[src/wrt_ram.sv]
// Generic single-port-write, single-port-read RAM with registered read data.
`default_nettype none

module wrt_ram #(
  parameter int WIDTH = 8,
  parameter int DEPTH = 32
) (
  input  wire logic                     clk,
  input  wire logic                     wr_en,
  input  wire logic [$clog2(DEPTH)-1:0] wr_addr,
  input  wire logic [WIDTH-1:0]         wr_data,
  input  wire logic [$clog2(DEPTH)-1:0] rd_addr,
  output logic      [WIDTH-1:0]         rd_data
);

  logic [WIDTH-1:0] mem [DEPTH];

  always_ff @(posedge clk) begin
    if (wr_en) mem[wr_addr] <= wr_data;
    rd_data <= mem[rd_addr];
  end

endmodule

`default_nettype wire

[config.mk]
export PLATFORM = sky130hd
export DESIGN_NAME = wrt_ram
export DESIGN_NICKNAME = d
export VERILOG_FILES = /design/src/wrt_ram.sv
export SDC_FILE = /design/constraint.sdc
export NUM_CORES = 1
export LEC_CHECK = 0
export ABC_CLOCK_PERIOD_IN_PS = 3000
export BUFFER_PORTS_ARGS = -buffer_cell sky130_fd_sc_hd__buf_2
export CORE_ASPECT_RATIO = 1.5
export CORE_MARGIN = 5
export CORE_UTILIZATION = 50
export CTS_BUF_LIST = sky130_fd_sc_hd__clkbuf_4 sky130_fd_sc_hd__clkbuf_8
export CTS_CLUSTER_DIAMETER = 120
export DETAILED_ROUTE_END_ITERATION = 16
export PLACE_DENSITY = 0.73
export SYNTH_ARGS = -nofsm -noshare
export SYNTH_HDL_FRONTEND = slang
export SYNTH_SLANG_ARGS = --single-unit
[constraint.sdc]
create_clock -name clk -period 3 [get_ports clk]
set_clock_uncertainty 0.2 [all_clocks]
set_input_delay 0.45 -clock clk [delete_from_list [all_inputs] [get_ports clk]]
set_output_delay 0.45 -clock clk [all_outputs]
set_load 0.02 [all_outputs]
==> impl_metrics.toml <==
[final_layout]
drive_gt1_share_pct = 39.7
area_growth_syn_to_layout_pct = 13.1
diodes = 0
layout_commonest_cell = "edfxtp_1"
final_area_um2 = 11400
layout.cells.non_filler = 774
layout_common_cells = "edfxtp_1, mux4_2, clkbuf_8, nor2_1, buf_4"
fin_nets = 514

[worst_setup_path]
crit_buf_inv = 2
startpoint_type = "input pin"
critical_path_class = "input pin to flip-flop"
path_cells = "buf_4 -> buf_12 -> mux4_2 -> mux4_2 -> mux2_2"
crit_family = "multiplexers"
cpMaxStageDelayCell = "mux4_2"
path_max_fanout = 36
endpoint_kind = "flip-flop"
timing.critical_path.arrival_ps = 2350
path_common_cell = "mux4_2"
slowest_delay_ps = 590
cp_data_required_time_ps = 3190

[clock_network]
cts_resized = 0
cts_buffer_depth = 3
clk_latency_ps = 500
htree_levels = 2
cts_tree = "yes"
cts_hold_buf = 0
clk_pin_slew_ps = 70
cts_buffers = 36
postCtsSetupBuffers = 0
clk_root_buffer_cell = "clkbuf_8"
cts.sinks = 264

[sta]
finalMaxSlewViolations = 0
min_period_over_period_pct = 71.9
setup_viol = 0
fin_crit_ps = 2160
fin_hold_ws_ps = 172
worstMarginPinSlew_ps = 803
fmaxAchievable_ghz = 0.464
slew_headroom_pct = 46.3
final-hold-violation-count = 0
fin_setup_tns_ps = 0
rsz0062_at_grt = "false"
setup_slack_ps = 844

[placement]
place.detailed.hpwl_um = 12300
port_buffers = 27
gp_congestion = 0.762
dp.cells = 716
dpl_cell_area_um2 = 10700
dp_slack_ps = 321

[global_routing]
grtUsageTotal_pct = 17.3
overflow = 0
grt_first_pass_wirelength_um = 29700
grt_pass1_vias = 4772
grt_max_degree = 37
antenna_found_initial = 1

[synthesis]
avgSynthCellArea_um2 = 24.1
synth_cells = 417
synth_cell_type_count = 15
synth_fp_nets = 437
ys_ff_latch = 264
ys_seq_area_share_pct = 78.1
yosysWarnings = 0
syn_area_um2 = 10100

[floorplanning]
core_area_um2 = 19800
initial_core_util_pct = 50.8
die_w_um = 126
die_area_um2 = 23100
num_io_pins = 28
fp-row-count = 63
die_h_um = 184

[power_and_ir_drop]
power.leakage_nw = 3.62
powerDensity_nw_per_um2 = 623
vdd_drop_max_uv = 262

[route]
viasPerCell = 5.78
wirelength_um = 19400
ant_nets = 0
wl_per_cell_um = 25.0
drc = 0
dr.first_iter.drc_count = 540
vias = 4471
first_pass_iters = 5

[job]
drv_cap = 0

[status]
outcome = "completed"

[min_path]
hp-class = "input pin to flip-flop"
state kept, by name, summed over array words and instances, names as in the netlist:
name and cells:
mem 256, rd_data 8
synthesized netlist by cell type:
cell	n	share of area (%)
buf_1	6	0.22
buf_2	1	0.050
buf_4	6	0.45
buf_6	1	0.11
clkbuf_1	6	0.22
dfxtp_1	8	1.6
edfxtp_1	256	76
mux2_2	8	0.90
mux4_2	80	18
nand2_1	1	0.037
nand3_1	2	0.10
nand3b_1	5	0.37
nor2_1	33	1.2
or3_1	1	0.062
or3b_2	3	0.26
worst reg2reg max path, stage by stage, from the launching register on:
cell	delay, ps
edfxtp_1	370
mux4_2	500
mux4_2	530
mux2_2	300
metrics by stage:
step / total power, W / utilization [%]
after global routing: 0.00734 / 57.5
after detailed placement: 0.00460 / 54.1
after global placement: 0.00458 / 54.1
after CTS: 0.00715 / 57.5
final: 0.00708 / 57.5
after floorplan: 0.00443 / -
metal layers:
layer	GRT usage, %	vias up	routed length (um)
met4	6.83	2	577
met1	22.4	2340	7230
met3	2.44	36	1140
li1	-	1928	-
met2	30.0	165	10400
met5	0	-	7
power by group:
part           switching (W)  internal, W  leakage (nW)
clock network        0.00118      0.00138         0.358
logic               0.000221     0.000173         0.890
registers          0.0000149      0.00410          2.37
kinds of logic (layout without fill, tap and decap cells):
kind of cell           count (synthesis)  after routing  synth area share, %
multiplexers                          88             88                 18.8
buffers and inverters                 20            117                 1.06
flip-flops                           264            264                 78.1
AND/OR/NAND/NOR                       45             45                 2.07
cell type report:
class / instances / area (um^2)
clock buffer: 50 / 607
clock inverter: 8 / 60.1
fill: 1398 / 8420
multi-input combinational: 133 / 2100
sequential: 264 / 7850
tap: 260 / 325
timing repair buffer: 59 / 428
path summary, 6_finish.rpt:
kind / endpoint / start / slack, ps / cells past startpoint
worst min register to register: rd_data[4] / mem[26][4] / 720 / 3
worst max-delay path: rd_data[4] / rd_addr[0] / 840 / 5
worst min-delay path: rd_data[1] / rd_addr[3] / 170 / 2
worst max register to register: rd_data[2] / mem[12][2] / 980 / 3
No activity file was read; power rests on OpenSTA's default activity.
