`src/wrt_pkg.sv`:
```
// Package for the wildcard record table: types, codes and text helpers.
`default_nettype none

package wrt_pkg;

  localparam int ENTRIES_DEF = 32;
  localparam int CHARS_DEF   = 8;
  localparam int TEXT_W      = 64;
  localparam int INDEX_W     = 6;
  localparam int COUNT_W     = 6;

  typedef enum logic [2:0] {
    MODE_PUSH      = 3'd0,
    MODE_FIND      = 3'd1,
    MODE_DEL_INDEX = 3'd2,
    MODE_DEL_MATCH = 3'd3,
    MODE_LIST      = 3'd4
  } mode_t;

  typedef enum logic [1:0] {
    KIND_ENTRY = 2'd0,
    KIND_DONE  = 2'd1,
    KIND_ERROR = 2'd2
  } kind_t;

  typedef enum logic [1:0] {
    ST_IDLE,
    ST_OP,
    ST_SCAN,
    ST_DONE
  } state_t;

  typedef struct packed {
    mode_t               mode;
    logic [TEXT_W-1:0]   name_text;
    logic [TEXT_W-1:0]   family_text;
    logic [TEXT_W-1:0]   phone_text;
    logic [INDEX_W-1:0]  slot_index;
  } in_req_t;

  typedef struct packed {
    kind_t               kind;
    logic [INDEX_W-1:0]  entry_index;
    logic [TEXT_W-1:0]   out_name;
    logic [TEXT_W-1:0]   out_family;
    logic [TEXT_W-1:0]   out_phone;
    logic [COUNT_W-1:0]  match_count;
    logic                last;
  } out_req_t;

  // Three text fields of one record, as held in the store.
  typedef struct packed {
    logic [TEXT_W-1:0] name;
    logic [TEXT_W-1:0] family;
    logic [TEXT_W-1:0] phone;
  } record_t;

  // Keep the first chars bytes and cut at the first zero byte.
  function automatic logic [TEXT_W-1:0] norm_text(logic [TEXT_W-1:0] v, int chars);
    logic [TEXT_W-1:0] r;
    logic              alive;
    r     = '0;
    alive = 1'b1;
    for (int k = 0; k < TEXT_W / 8; k++) begin
      if (v[8*k +: 8] == 8'h00 || k >= chars) alive = 1'b0;
      if (alive) r[8*k +: 8] = v[8*k +: 8];
    end
    return r;
  endfunction

endpackage

`default_nettype wire

```
`src/wrt_match.sv`:
```
// Shared compare unit: wildcard pattern match or full-record test.
`default_nettype none

module wrt_match
  import wrt_pkg::*;
(
  input  wire record_t pattern,
  input  wire record_t rec,
  input  wire logic    list_mode,
  output logic         hit
);

  logic name_ok;
  logic family_ok;
  logic phone_ok;

  // Empty pattern fields act as wildcards.
  always_comb begin
    name_ok   = (pattern.name   == '0) || (rec.name   == pattern.name);
    family_ok = (pattern.family == '0) || (rec.family == pattern.family);
    phone_ok  = (pattern.phone  == '0) || (rec.phone  == pattern.phone);
    if (list_mode) begin
      hit = (rec.name != '0) && (rec.family != '0) && (rec.phone != '0);
    end else begin
      hit = name_ok && family_ok && phone_ok;
    end
  end

endmodule

`default_nettype wire

```
`config.mk`:
```
export PLATFORM = sky130hd
export DESIGN_NAME = wrt_match
export DESIGN_NICKNAME = d
export VERILOG_FILES = /design/src/wrt_pkg.sv /design/src/wrt_match.sv
export SDC_FILE = /design/constraint.sdc
export NUM_CORES = 1
export LEC_CHECK = 0
export BUFFER_PORTS_ARGS = -buffer_cell sky130_fd_sc_hd__buf_2
export CORE_AREA = 4 4 149 151
export DETAILED_ROUTE_END_ITERATION = 7
export DIE_AREA = 0 0 153 155
export SLEW_MARGIN = 20
export SYNTH_ARGS = -nofsm -noshare
export SYNTH_HDL_FRONTEND = slang
export SYNTH_SLANG_ARGS = --single-unit
export TNS_END_PERCENT = 20
```
`constraint.sdc`:
```
create_clock -name vclk -period 2.6
set_clock_uncertainty 0.1 [all_clocks]
set_input_delay 0.13 -clock vclk [all_inputs]
set_output_delay 0.13 -clock vclk [all_outputs]
set_load 0.1 [all_outputs]
```
==> metrics.yaml <==
mostFrequentLayoutCells: "buf_2, xor2_1, nor4_1"
swShare_pct: 55.2
setup.worst_path.start_class: "input port"
syn_area_per_cell_sq_um: 7.50
hold_path.startpoint: "list_mode"
start_util_pct: 13.9
yosysTopAreaCell: "xor2_1"
synth_area_leaders: "xor2_1, nor4_1, nand4_1"
dieWidth_um: 153
drtIter0Drc: 398
synthToLayoutAreaGrowth_pct: 82.7
nFillCells: 2340
status: "finished, final reports clean"
die_h_um: 155
nets: 1170
peakVddDrop_v: 0.0000581
drt-met1-wl_um: 8890
dieArea_sq_mm: 0.0237
layout_commonest_cell: "buf_2"
startpoint: "pattern[152]"
port_buffers: 386
routed_wl_um: 23900
slew_viol_final: 0
grt_start_max_net_pins: 3
drc: 0
worstPathCellList: "buf_2 > xor2_1 > nor4_1 > nand4_1 > nor4_2 > buf_4 > o22ai_1 > o31ai_4 > buf_12"
p_leak_nw: 2.49
synth_top_area_share_pct: 58.1
min-delay-path-class: "input port to primary output"
grt-ovfl-total: 0
highest_layer: "met4"
finalSetupViolations: 0
io_pins: 386
timing.final.crit_share_pct: 95.4
synth_nets: 771
yosysUniqueCellTypes: 8
seq_power_share_pct: 0
antenna_found_initial: 0
antennaDiodeCount: 0
timing.fmax_mhz: 403
synthesis.area_sq_mm: 0.00290
critical_path_required_ns: 2.37
multi_input_area_sq_mm: 0.00292
p_total_mw: 0.827
rsz0062_at_grt: "false"
path_delay_family: "simple AND/OR/NAND/NOR gates"
p_int_mw: 0.370
place_ws_ns: -0.139
slew_headroom_pct: 57.2
dp_hpwl_um: 22600
yosys_warnings: 0
slowest_delay_ns: 0.44
viasPerCell: 4.73
syn-instance-count: 386
antenna_left: 0
met2WireLength_um: 12100
drt-pass1-iter-count: 4
fp-row-count: 53
holdWs_ns: 0.562
via_count: 5008
p_sw_mw: 0.457
grt_pass1_vias: 5422
seq_cells: 0
synth-seq-area-share_pct: 0
clock_buffers: 0
path_max_fanout: 2
maxCapViolCount: 0
p_per_area_mw_per_mm2: 156
setup_tns_ns: 0
end_kind: "primary output"
clockPowerShare_pct: 0
grt.total_usage_pct: 18.2
wl_met3_um: 1970
p_comb_share_pct: 100.0
crit_arrival_ns: 2.25
worstSetupPathType: "input port to primary output"
drive_above_1_share_pct: 51.1
tightest_slew_ns: 0.636
seq_area_sq_um: 0
period_minus_slack_ns: 2.48
grt_pass1_wl_um: 32800
path_buf_inv: 3
core_area_sq_mm: 0.0208
hold_buffers: 0
hold_viol: 0
wire_per_inst_um: 22.6
routabilityCongestion: 0.966
setup_slack_ns: 0.119
cpMaxStageDelayCell: "nor4_1"
[worst min-delay path, cell delays in order]
cell and delay [ns]:
buf_2 0.13, o31ai_4 0.09, buf_12 0.17
[final cells by class]
type               count  share of cell area [%]
multi-input cells    386                    55.1
well taps            275                    6.50
repair buffers       397                    38.4
[cells by family (layout without fill, tap and decap cells)]
kind of cell    count (synthesis)  in the layout  share of synthesized area (%)
xor+xnor                      192            192                           58.1
simple gates                  192            192                           41.3
buf+inv                         0            397                              0
compound gates                  2              2                          0.648
[Yosys cell counts, drive strengths merged]
cell type and count:
nand2 1, nor2 1, nor3 1, xor2 192, nand4 36, o31ai 1
o22ai 1, nor4 153
[final timing paths]
check / endpoint / slack, ns / cells past startpoint
setup / recovery: hit / 0.12 / 9
hold / removal: hit / 0.56 / 3
[stage by stage]
step                util [%]  area, sq um  cells
floorplan                  -         2900    386
global placement        25.3         5280   1058
detailed placement      25.3         5280   1058
CTS                     25.4         5280   1058
global route            25.4         5290   1058
finish                  25.4         5290   1058
[power groups by stage]
stage,clock [mW],combinational [mW],sequential (mW)
after floorplan,0,0.244,0
after global placement,0,0.827,0
after detailed placement,0,0.820,0
after CTS,0,0.827,0
after global routing,0,0.888,0
final,0,0.827,0
[layer usage]
layer  GRT usage [%]  up-vias
li1                -     2352
met1            20.6     2295
met4            5.73        0
met5               0        -
met3            3.31       39
met2            34.5      322
[timing repair]
action | in CTS | in global routing
buffers inserted | 0 | 0
setup endpoints to repair | 1 | 1
resized for setup | 1 | 1
cloned | 0 | 0
(Power assumes the default switching activity.)
